`config.mk`:
```
export PLATFORM = sky130hd
export DESIGN_NAME = tree_leaves_per_level_unit
export DESIGN_NICKNAME = d
export VERILOG_FILES = /design/src/hw/rtl/tlpl_pkg.sv /design/src/hw/rtl/tlpl_tables.sv /design/src/hw/rtl/tree_leaves_per_level_unit.sv
export SDC_FILE = /design/constraint.sdc
export NUM_CORES = 2
export LEC_CHECK = 0
export CAP_MARGIN = 20
export CORE_AREA = 2 2 297 299
export CTS_CLUSTER_SIZE = 14
export DETAILED_ROUTE_END_ITERATION = 10
export DIE_AREA = 0 0 299 301
export DONT_BUFFER_PORTS = 1
export PLACE_DENSITY = 0.67
export SYNTH_ARGS = -nofsm -noshare
export SYNTH_HDL_FRONTEND = slang
export SYNTH_SLANG_ARGS = --single-unit
```
`constraint.sdc`:
```
create_clock -name clk -period 12.35 [get_ports clk]
set_input_delay 1.235 -clock clk [delete_from_list [all_inputs] [get_ports clk]]
set_output_delay 1.235 -clock clk [all_outputs]
set_load 0.005 [all_outputs]
```
`src/hw/rtl/tlpl_pkg.sv`:
```
// tlpl_pkg: shared constants and types for the tree leaves-per-level unit
// no dependencies; used by tlpl_tables and tree_leaves_per_level_unit
package tlpl_pkg;

  localparam int unsigned IDW   = 7;   // node id and depth word width
  localparam int unsigned LVLW  = 6;   // level index width
  localparam int unsigned CNTW  = 7;   // leaf count width

  localparam logic [IDW-1:0] DEPTH_NONE = 7'd127;

  localparam logic REQ_EDGE = 1'b0;
  localparam logic REQ_RUN  = 1'b1;

  typedef struct packed {
    logic parent;
    logic has_child;
    logic depth;
  } tlpl_we_t;

endpackage

```
`src/hw/rtl/tlpl_tables.sv`:
```
// tlpl_tables: parent, has-child and depth memories of the tree unit
// synchronous write, registered read; depth memory has two read ports
// depends on tlpl_pkg
module tlpl_tables #(
  parameter int unsigned MAX_NODES = 64,
  parameter int unsigned AW        = 6
) (
  input  logic                  clk,
  input  tlpl_pkg::tlpl_we_t    we,
  input  logic [AW-1:0]         parent_waddr,
  input  logic [tlpl_pkg::IDW-1:0] parent_wdata,
  input  logic [AW-1:0]         hc_waddr,
  input  logic                  hc_wdata,
  input  logic [AW-1:0]         depth_waddr,
  input  logic [tlpl_pkg::IDW-1:0] depth_wdata,
  input  logic [AW-1:0]         node_raddr,
  input  logic [AW-1:0]         dself_raddr,
  input  logic [AW-1:0]         dpar_raddr,
  output logic [tlpl_pkg::IDW-1:0] parent_rdata,
  output logic                  hc_rdata,
  output logic [tlpl_pkg::IDW-1:0] dself_rdata,
  output logic [tlpl_pkg::IDW-1:0] dpar_rdata
);
  import tlpl_pkg::*;

  logic [IDW-1:0] parent_mem [MAX_NODES];
  logic           hc_mem     [MAX_NODES];
  logic [IDW-1:0] depth_mem  [MAX_NODES];

  always_ff @(posedge clk) begin
    if (we.parent) begin
      parent_mem[parent_waddr] <= parent_wdata;
    end
    parent_rdata <= parent_mem[node_raddr];
  end

  always_ff @(posedge clk) begin
    if (we.has_child) begin
      hc_mem[hc_waddr] <= hc_wdata;
    end
    hc_rdata <= hc_mem[node_raddr];
  end

  always_ff @(posedge clk) begin
    if (we.depth) begin
      depth_mem[depth_waddr] <= depth_wdata;
    end
    dself_rdata <= depth_mem[dself_raddr];
    dpar_rdata  <= depth_mem[dpar_raddr];
  end

endmodule

```
`src/hw/rtl/tree_leaves_per_level_unit.sv`:
```
// tree_leaves_per_level_unit: childless-node count per level of a rooted tree
// depends on tlpl_pkg and tlpl_tables
//
// Usage: edge beats on the in_ channel (in_req_type = 0) load one parent/child
// pair each; ids outside 1..node_count are dropped. A run beat (in_req_type = 1)
// sweeps the tree from root node 1 and returns one out_ beat per level with the
// count of childless nodes on it; out_last_level marks the final beat of a run.
// cfg_node_count sets the node count; the user must see that it is written only
// while the unit is idle, as the unit itself does not enforce this. A run makes
// one pass over the node tables per level through the read pipeline (address
// issue, stage 1, stage 2), then hands the level to the output register. After
// the last level, and after reset, a clearing pass writes every table entry,
// during which in_ready is low. The output register lets the next level's pass
// run while a result waits; if the receiver stalls, the sweep holds at the end
// of the next level.
module tree_leaves_per_level_unit #(
  parameter int unsigned MAX_NODES = 64
) (
  input  logic       clk,
  input  logic       rst_n,
  input  logic       in_valid,
  output logic       in_ready,
  input  logic [0:0] in_req_type,
  input  logic [6:0] in_parent_node,
  input  logic [6:0] in_child_node,
  output logic       out_valid,
  input  logic       out_ready,
  output logic [5:0] out_level_index,
  output logic [6:0] out_leaf_count,
  output logic [0:0] out_last_level,
  input  logic       cfg_valid,
  output logic       cfg_ready,
  input  logic [6:0] cfg_node_count
);
  import tlpl_pkg::*;

  localparam int unsigned AW = (MAX_NODES > 1) ? $clog2(MAX_NODES) : 1;
  localparam logic [AW-1:0]   LAST_ADDR = AW'(MAX_NODES - 1);
  localparam logic [IDW-1:0]  MAX_ID    = IDW'(MAX_NODES);
  localparam logic [LVLW-1:0] LAST_LVL  = LVLW'(MAX_NODES - 1);

  typedef enum logic [1:0] {S_CLEAR, S_IDLE, S_SCAN, S_PUB} state_t;

  state_t          state_r, state_nxt;
  logic [AW-1:0]   clr_r, clr_nxt;
  logic [IDW-1:0]  cnt_r, cnt_nxt;
  logic [LVLW-1:0] level_r, level_nxt;
  logic [CNTW-1:0] leaves_r, leaves_nxt;
  logic            more_r, more_nxt;
  logic            v1_r, v1_nxt;
  logic            v2_r, v2_nxt;
  logic [AW-1:0]   i1_r, i1_nxt;
  logic [AW-1:0]   i2_r, i2_nxt;
  logic            pv2_r, pv2_nxt;
  logic            hc2_r, hc2_nxt;
  logic            out_valid_r, out_valid_nxt;
  logic [LVLW-1:0] out_level_r, out_level_nxt;
  logic [CNTW-1:0] out_leaves_r, out_leaves_nxt;
  logic            out_last_r, out_last_nxt;
  logic [IDW-1:0]  nc_r;

  logic [IDW-1:0]  n_used;
  logic            edge_ok;
  logic            pv1;
  logic [AW-1:0]   par_idx;
  logic            is_leaf;
  logic            is_asg;
  logic            fin_more;
  logic [IDW-1:0]  cur_lvl;

  tlpl_we_t        we;
  logic [AW-1:0]   parent_waddr, hc_waddr, depth_waddr;
  logic [IDW-1:0]  parent_wdata, depth_wdata;
  logic            hc_wdata;
  logic [AW-1:0]   node_raddr;
  logic [IDW-1:0]  parent_rdata, dself_rdata, dpar_rdata;
  logic            hc_rdata;

  tlpl_tables #(
    .MAX_NODES(MAX_NODES),
    .AW       (AW)
  ) u_tables (
    .clk         (clk),
    .we          (we),
    .parent_waddr(parent_waddr),
    .parent_wdata(parent_wdata),
    .hc_waddr    (hc_waddr),
    .hc_wdata    (hc_wdata),
    .depth_waddr (depth_waddr),
    .depth_wdata (depth_wdata),
    .node_raddr  (node_raddr),
    .dself_raddr (i1_r),
    .dpar_raddr  (par_idx),
    .parent_rdata(parent_rdata),
    .hc_rdata    (hc_rdata),
    .dself_rdata (dself_rdata),
    .dpar_rdata  (dpar_rdata)
  );

  assign in_ready        = (state_r == S_IDLE);
  assign cfg_ready       = 1'b1;
  assign out_valid       = out_valid_r;
  assign out_level_index = out_level_r;
  assign out_leaf_count  = out_leaves_r;
  assign out_last_level  = out_last_r;

  // clamp node count into 1..MAX_NODES
  always_comb begin
    if (nc_r == '0) begin
      n_used = IDW'(1);
    end else if (nc_r > MAX_ID) begin
      n_used = MAX_ID;
    end else begin
      n_used = nc_r;
    end
  end

  assign edge_ok = (in_parent_node != '0) && (in_parent_node <= n_used) &&
                   (in_child_node != '0) && (in_child_node <= n_used);

  // stage 1: parent word is back, look up the parent's depth
  assign pv1     = (parent_rdata != '0) && (parent_rdata <= n_used);
  assign par_idx = pv1 ? AW'(parent_rdata - IDW'(1)) : '0;

  // stage 2: both depths are back
  assign cur_lvl  = {1'b0, level_r};
  assign is_leaf  = v2_r && (dself_rdata == cur_lvl) && !hc2_r;
  assign is_asg   = v2_r && (dself_rdata == DEPTH_NONE) && pv2_r && (dpar_rdata == cur_lvl);
  assign fin_more = more_r && (level_r != LAST_LVL);

  always_comb begin
    state_nxt      = state_r;
    clr_nxt        = clr_r;
    cnt_nxt        = cnt_r;
    level_nxt      = level_r;
    leaves_nxt     = leaves_r;
    more_nxt       = more_r;
    v1_nxt         = 1'b0;
    v2_nxt         = v1_r;
    i1_nxt         = i1_r;
    i2_nxt         = i1_r;
    pv2_nxt        = pv1;
    hc2_nxt        = hc_rdata;
    out_valid_nxt  = out_valid_r && !out_ready;
    out_level_nxt  = out_level_r;
    out_leaves_nxt = out_leaves_r;
    out_last_nxt   = out_last_r;

    we           = '0;
    parent_waddr = '0;
    parent_wdata = '0;
    hc_waddr     = '0;
    hc_wdata     = 1'b0;
    depth_waddr  = '0;
    depth_wdata  = '0;
    node_raddr   = '0;

    case (state_r)
      S_CLEAR: begin
        we           = '{parent: 1'b1, has_child: 1'b1, depth: 1'b1};
        parent_waddr = clr_r;
        hc_waddr     = clr_r;
        depth_waddr  = clr_r;
        depth_wdata  = DEPTH_NONE;
        clr_nxt      = clr_r + AW'(1);
        if (clr_r == LAST_ADDR) begin
          state_nxt = S_IDLE;
        end
      end
      S_IDLE: begin
        if (in_valid) begin
          if (in_req_type == REQ_RUN) begin
            we.depth    = 1'b1;
            depth_waddr = '0;
            depth_wdata = '0;
            level_nxt   = '0;
            cnt_nxt     = '0;
            leaves_nxt  = '0;
            more_nxt    = 1'b0;
            state_nxt   = S_SCAN;
          end else if (edge_ok) begin
            we.parent    = 1'b1;
            parent_waddr = AW'(in_child_node - IDW'(1));
            parent_wdata = in_parent_node;
            we.has_child = 1'b1;
            hc_waddr     = AW'(in_parent_node - IDW'(1));
            hc_wdata     = 1'b1;
          end
        end
      end
      S_SCAN: begin
        if (cnt_r < n_used) begin
          node_raddr = cnt_r[AW-1:0];
          v1_nxt     = 1'b1;
          i1_nxt     = cnt_r[AW-1:0];
          cnt_nxt    = cnt_r + IDW'(1);
        end
        if (is_leaf) begin
          leaves_nxt = leaves_r + CNTW'(1);
        end
        if (is_asg) begin
          we.depth    = 1'b1;
          depth_waddr = i2_r;
          depth_wdata = cur_lvl + IDW'(1);
          more_nxt    = 1'b1;
        end
        if ((cnt_r == n_used) && !v1_r && !v2_r) begin
          state_nxt = S_PUB;
        end
      end
      S_PUB: begin
        if (!out_valid_r || out_ready) begin
          out_valid_nxt  = 1'b1;
          out_level_nxt  = level_r;
          out_leaves_nxt = leaves_r;
          out_last_nxt   = !fin_more;
          if (fin_more) begin
            level_nxt  = level_r + LVLW'(1);
            cnt_nxt    = '0;
            leaves_nxt = '0;
            more_nxt   = 1'b0;
            state_nxt  = S_SCAN;
          end else begin
            clr_nxt   = '0;
            state_nxt = S_CLEAR;
          end
        end
      end
      default: begin
        clr_nxt   = '0;
        state_nxt = S_CLEAR;
      end
    endcase
  end

  always_ff @(posedge clk) begin
    if (!rst_n) begin
      state_r     <= S_CLEAR;
      clr_r       <= '0;
      v1_r        <= 1'b0;
      v2_r        <= 1'b0;
      out_valid_r <= 1'b0;
      nc_r        <= IDW'(1);
    end else begin
      state_r     <= state_nxt;
      clr_r       <= clr_nxt;
      v1_r        <= v1_nxt;
      v2_r        <= v2_nxt;
      out_valid_r <= out_valid_nxt;
      if (cfg_valid && cfg_ready) begin
        nc_r <= cfg_node_count;
      end
    end
    cnt_r        <= cnt_nxt;
    level_r      <= level_nxt;
    leaves_r     <= leaves_nxt;
    more_r       <= more_nxt;
    i1_r         <= i1_nxt;
    i2_r         <= i2_nxt;
    pv2_r        <= pv2_nxt;
    hc2_r        <= hc2_nxt;
    out_level_r  <= out_level_nxt;
    out_leaves_r <= out_leaves_nxt;
    out_last_r   <= out_last_nxt;
  end

endmodule

```
# After elaboration in Yosys (flattened, before gate mapping)
# Memories as Yosys holds them, arrays and structs flattened. A register that Yosys moved wholly into a read port is not among the register bits.
# Index checks and enable logic that the tools add are counted.
# word_totals
reg_bits	67
latchBits	0
ramBits	960
rom_bits	0
in_bits	27
out_inout_bits	17
wordCells	159
memories	3
# classes
add_sub_neg	8
n_mul	0
n_div	0
order_cmp	5
eq_ne	19
shift	0
mux	70
bitwise	0
reduce_logical	37
# memory_table
memory	words	width	rd	rd_clocked_by_memory_dff	write_ports	line	source
u_tables.depth_mem	64	7	2	2	1	tlpl_tables.sv:28	logic [IDW-1:0] depth_mem [MAX_NODES];
u_tables.parent_mem	64	7	1	1	1	tlpl_tables.sv:26	logic [IDW-1:0] parent_mem [MAX_NODES];
u_tables.hc_mem	64	1	1	1	1	tlpl_tables.sv:27	logic hc_mem [MAX_NODES];
# op_table
op	n
$mux W6	16
$mux W7	13
$pmux W6 S2	5
$pmux W7 S3	2
$le A7 B7 Y1	3
$reduce_bool A7 Y1	3
$mux W1	20
$ne A2 B2 Y1 const B	9
$reduce_and A6 Y1	3
$sub A6 B1 Y6 const B	3
$mux W2	8
$add A7 B1 Y7 const B	2
$eq A7 B6 Y1	2
$pmux W7 S2	1
$logic_and A1 B1 Y1	13
$add A6 B1 Y6 const B	2
$reduce_and A5 Y1	2
$pmux W2 S4	1
$add A6 B1 Y7 const B	1
$eq A7 B7 Y1	1
$eq A7 B7 Y1 const B	1
$gt A7 B7 Y1 const B	1
$logic_not A7 Y1	1
$lt A7 B7 Y1	1
15 further kinds	25

# Longest topological paths before layout
# logic_depth
ltp_word	13
ltp_mapped	17
ltp_nobuf	13

# Modules after synthesis
# From an unflattened synthesis, not the netlist that was laid out.
# unflattened
cells_unflattened	2593
area_unflattened_um2	46072.9
# modules_own_cells
mod	n_inst	cells_each	area_per_inst_um2	seq_area_each_um2
tlpl_tables	1	2156	41913.9	29268.1
tree_leaves_per_level_unit	1	437	4159.0	1751.7

# Worst setup path after synthesis
# Ideal clock, no wire load.
# synth_timing
path_kind	input to register
startpoint	in in_parent_node[4]
endpoint	mem u_tables.hc_mem[0], enable pin
setup_time_ps	305
arrival_ps	4899
t_required_ps	12045
path_slack_ps	7146
cell_stages	10
path_buffers	1
path_cell_list	ha_1 > a21o_1 > a21oi_1 > nor2b_1 > o31ai_1 > nand3_2 > clkbuf_1 > nor2_1 > o211ai_1 > nor2_1
# synth_via
elab_chain_cells	10
elab_cells_between_ends	16
cone_classes	1 x add/sub; 1 x order compare; 10 x mux; 4 x reduce/logical
# synth_lines
element	line	source
start, declared	tree_leaves_per_level_unit.sv:24	input logic [6:0] in_parent_node,
$le A7 B7 Y1 or $reduce_bool A7 Y1 (tied branches)	tree_leaves_per_level_unit.sv:118	assign edge_ok = (in_parent_node != '0) && (in_parent_node <= n_used) &&
$logic_and A1 B1 Y1 (2 in series)	tree_leaves_per_level_unit.sv:118	
$logic_and A1 B1 Y1	tree_leaves_per_level_unit.sv:119	(in_child_node != '0) && (in_child_node <= n_used);
$mux W2	tree_leaves_per_level_unit.sv:181	end else if (edge_ok) begin
$mux W2	tree_leaves_per_level_unit.sv:172	if (in_req_type == REQ_RUN) begin
$mux W3	tree_leaves_per_level_unit.sv:171	if (in_valid) begin
$pmux W2 S2	tree_leaves_per_level_unit.sv:158	case (state_r)
$mux W1	tlpl_tables.sv:38	if (we.has_child) begin
$mux W1 (implied by the code)	tlpl_tables.sv:39	hc_mem[hc_waddr] <= hc_wdata;
end, declared	tlpl_tables.sv:27	
# Parallel ways exist; a longest one is shown, timed or not.

# Final worst setup path
# layout_timing
startpoint	reg nc_r[6]
endpoint	reg u_tables.parent_rdata[2] (netlist bit), read port of u_tables.parent_mem
# layout_via
elab_chain_cells	6
elab_cells_between_ends	7
cone_classes	2 x order compare; 4 x mux; 1 x reduce/logical
# layout_lines
element	line	source
start, declared	tree_leaves_per_level_unit.sv:60	logic [IDW-1:0] nc_r;
start signal, assigned	tree_leaves_per_level_unit.sv:251	nc_r <= cfg_node_count;
$gt A7 B7 Y1	tree_leaves_per_level_unit.sv:111	end else if (nc_r > MAX_ID) begin
$mux W7	tree_leaves_per_level_unit.sv:111	
$mux W7 *	tree_leaves_per_level_unit.sv:109	if (nc_r == '0) begin
$lt A7 B7 Y1 *	tree_leaves_per_level_unit.sv:192	if (cnt_r < n_used) begin
$mux W6 *	tree_leaves_per_level_unit.sv:192	
$mux W6 *	tree_leaves_per_level_unit.sv:158	
end, declared	tlpl_tables.sv:19	output logic [tlpl_pkg::IDW-1:0] parent_rdata,
# Every way passes the cells marked *; elsewhere a longest branch is shown, timed or not.
# A chain may end at the register's enable or synchronous reset.

==> results.txt <==
Die area = 90,000 µm²
Top post-synthesis cells by area = edfxtp_1, mux4_2, nor2_1, mux2i_1, nand2_1
CP most frequent cell = nand2_1
Max Freq = 170 MHz
Adder-cell share of the synthesized area = 0.976%
Slowest CP cell = clkinv_1
Grt total ovfl = 0
Placer Congestion = 0.949
Routed Antenna Nets = 0
Clk buf depth = 3
Vias in the first global route = 31,000
Async set-reset flop share out of synthesis = 0%
Met2 Track Usage GR = 49.9%
Crit path capture type = flip-flop
Worst slack at placement = 6.21 ns
Clock Tree Root = clkbuf_16
Measured slew at the worst slew-check pin = 1.16 ns
HP Class = reg -> reg
Crit start category = flip-flop
Initial Util = 54.8%
Total length of routed wires = 146,000 µm
Width of the chip = 299 µm
#FFs+latches synth = 1,049
Peak VDD IR = 136 µV
Cell Area, Synth = 47,400 µm²
Post-synthesis mux area share = 12.6%
Synth area leader = edfxtp_1
Wire per inst = 32.8 µm
Placed Area = 48,600 µm²
CTS Buf Count = 106
Number of clock sinks = 1,049
CP cell instances = inv_1 -> nand2_1 -> ha_1 -> nor2b_1 -> o21ai_1 -> a21o_2 -> buf_4 -> nand2_1 -> clkinv_1 -> nand3b_1 -> a221oi_1 -> nor4_1
XOR/XNOR Fraction of Synth Area = 0.776%
H-tree depth = 3
Syn Nets = 3,317
Slowest cell delay on critical path = 1.16 ns
Worst-Skew Late Latency = 0.73 ns
GRT met1 Usage = 42.7%
Fin area = 52,100 µm²
Global-route wire length before repair = 212,000 µm
Vert. Die Dim = 301 µm
Max FO, Critical Path = 58
PwrDens = 152 nW/µm²
Gr usage total = 32.3%
Crit path kind = reg -> reg
Fin util = 60.2%
Status = finished clean
Relative slew slack = 22.4%
Final setup violation count = 0
CTS clk-pin slew, worst paths = 0.06 ns
Share of cells above drive strength 1 = 16.1%
# rows = 108
Top cell type's share of synthesized area = 63.4%
Post-DP HPWL = 90,700 µm
TritonRoute pass-1 iters = 6
Largest family of logic cells by synthesized area = multiplexers
Synth Area in Simple Gates = 8.65%
Setup_tns = 0 ns
Largest net degree at the start of global routing = 141
P_leak = 15.5 nW
Clock skew = 0.0535 ns
Slew Limit Fails = 0
Final min period = 5.89 ns
GR Layer Usage met3 = 7.13%
NumNets Final = 3,277
WP data required = 12.88 ns
Cells after synthesis = 3,253
RSZ-0062 raised after global routing = false
Critical Path AT = 6.42 ns
Area grow syn2layout = 9.83%
Core area = 86,500 µm²
DRT iter0 DRCs = 4,909
Tot Pwr = 7.89 mW
Fin worst setup slack = 6.46 ns
Distinct cells, synth = 87
Setup Fix Bufs, Post-CTS = 0
Most used DFF post-synth = edfxtp_1
Final hold violations = 0
Most Crowded Layer GR = met2
Initial antenna violation count = 2
Post-CTS Resized = 0
Post-synth EDFFs = 1,001
TritonCTS clock tree = built
IO Count = 44
Remaining DRCs = 0
Tcrit/Tclk final = 47.7%
Port bufs = 0
Avg Inst Size Synth = 14.6 µm²
Compound-cell area share of the yosys netlist = 9.23%
Seq/Total Area, Yosys = 65.4%
DR vias = 31,700
Vias per cell = 7.11
Max_cap viols = 0
Number of hold-repair buffers added at the cts stage = 0
Yosys warns = 0
## cell usage after synthesis (all sizes together), types with 18 or more instances
library cell  instances
edfxtp             1001
nor2                295
nand2               277
mux4                187
o21ai               126
buf                 114
a21oi               112
mux2i               106
nand3               104
clkbuf              100
mux2                 64
and3                 48
dfxtp                48
a211oi               41
a221oi               39
inv                  38
a31oi                37
ha                   37
nor3                 36
nor2b                29
o221ai               29
nand4                27
o211ai               25
xor2                 23
and2                 21
xnor2                19
a2111oi              18
## per-layer routing
layer / part of all wire [%] / vias up / wire, µm
met5: 0 / - / 0
met4: 6.2 / 0 / 9080
met1: 36 / 15800 / 52600
met2: 46 / 2557 / 66900
met3: 12 / 519 / 17800
li1: - / 12900 / -
## critical path, delay by kind of cell, from the launching register on
kind | cells | cell delay, ns
compound gates | 3 | 0.54
fa+ha+maj | 1 | 0.37
buf+inv | 3 | 1.77
flops | 1 | 0.33
simple gates | 5 | 2.66
## cells by family after synthesis
kind of cell,count (synthesis)
other,1
xor gates and xnor gates,42
and+or+nand+nor,895
muxes,357
DFF,1049
buffers and inverters,253
adders and majority gates,37
AOI/OAI and AO/OA,619
## cells in the final DEF, fill, tap and decap left out, drive strengths merged, types with 50 or more instances in the layout
cell type,count
mux4,187
clkbuf,139
nor2,295
nand2,277
mux2i,106
nand3,104
o21ai,126
edfxtp,1001
a21oi,112
buf,66
mux2,64
clkinv,50
## metrics by stage
stage               instances  hold slack (ns)
floorplan                3253            0.310
global placement         4257            0.388
detailed placement       4257            0.385
CTS                      4453            0.401
global route             4456            0.404
finish                   4457            0.405
## registers in the layout (all words and copies together), names as in the netlist, 2 cells and up
| register | cells |
|---|---|
| out_leaf_count | 7 |
| cnt_r | 7 |
| level_r | 6 |
| leaves_r | 7 |
| clr_r | 6 |
| u_tables.dself_rdata | 7 |
| i1_r | 6 |
| u_tables.hc_mem | 64 |
| u_tables.parent_rdata | 7 |
| u_tables.depth_mem | 448 |
| u_tables.parent_mem | 448 |
| i2_r | 6 |
| state_r | 2 |
| out_level_index | 6 |
| nc_r | 7 |
| u_tables.dpar_rdata | 7 |
## path summary, 6_finish.rpt
| path | startpoint | end | slack (ns) | cells past startpoint |
|---|---|---|---|---|
| worst max-delay path | nc_r[6]$_SDFFE_PN0P_ | u_tables.parent_rdata[2]$_DFF_P_ | 6.46 | 12 |
| worst min-delay path | i1_r[3]$_DFFE_PP_ | i2_r[3]$_DFF_P_ | 0.41 | 0 |
| worst max register to register | nc_r[6]$_SDFFE_PN0P_ | u_tables.parent_rdata[2]$_DFF_P_ | 6.46 | 12 |
| worst min register to register | i1_r[3]$_DFFE_PP_ | i2_r[3]$_DFF_P_ | 0.41 | 0 |
## layout make-up
type,count,area (µm²)
timing repair buffer,66,549
antenna,1,2.50
clock buffer,139,2870
clock inverter,57,546
multi-input combinational,1951,15500
tap,1155,1450
inverter,39,146
sequential,1049,31000
fill,6437,34400
## power by group
group | internal (mW) | switching, mW | leakage [nW]
registers | 3.87 | 0.0261 | 8.28
logic | 0.233 | 0.628 | 5.60
clock network | 1.73 | 1.40 | 1.66
total | 5.83 | 2.06 | 15.5
No activity file was read; power rests on OpenSTA's default activity.
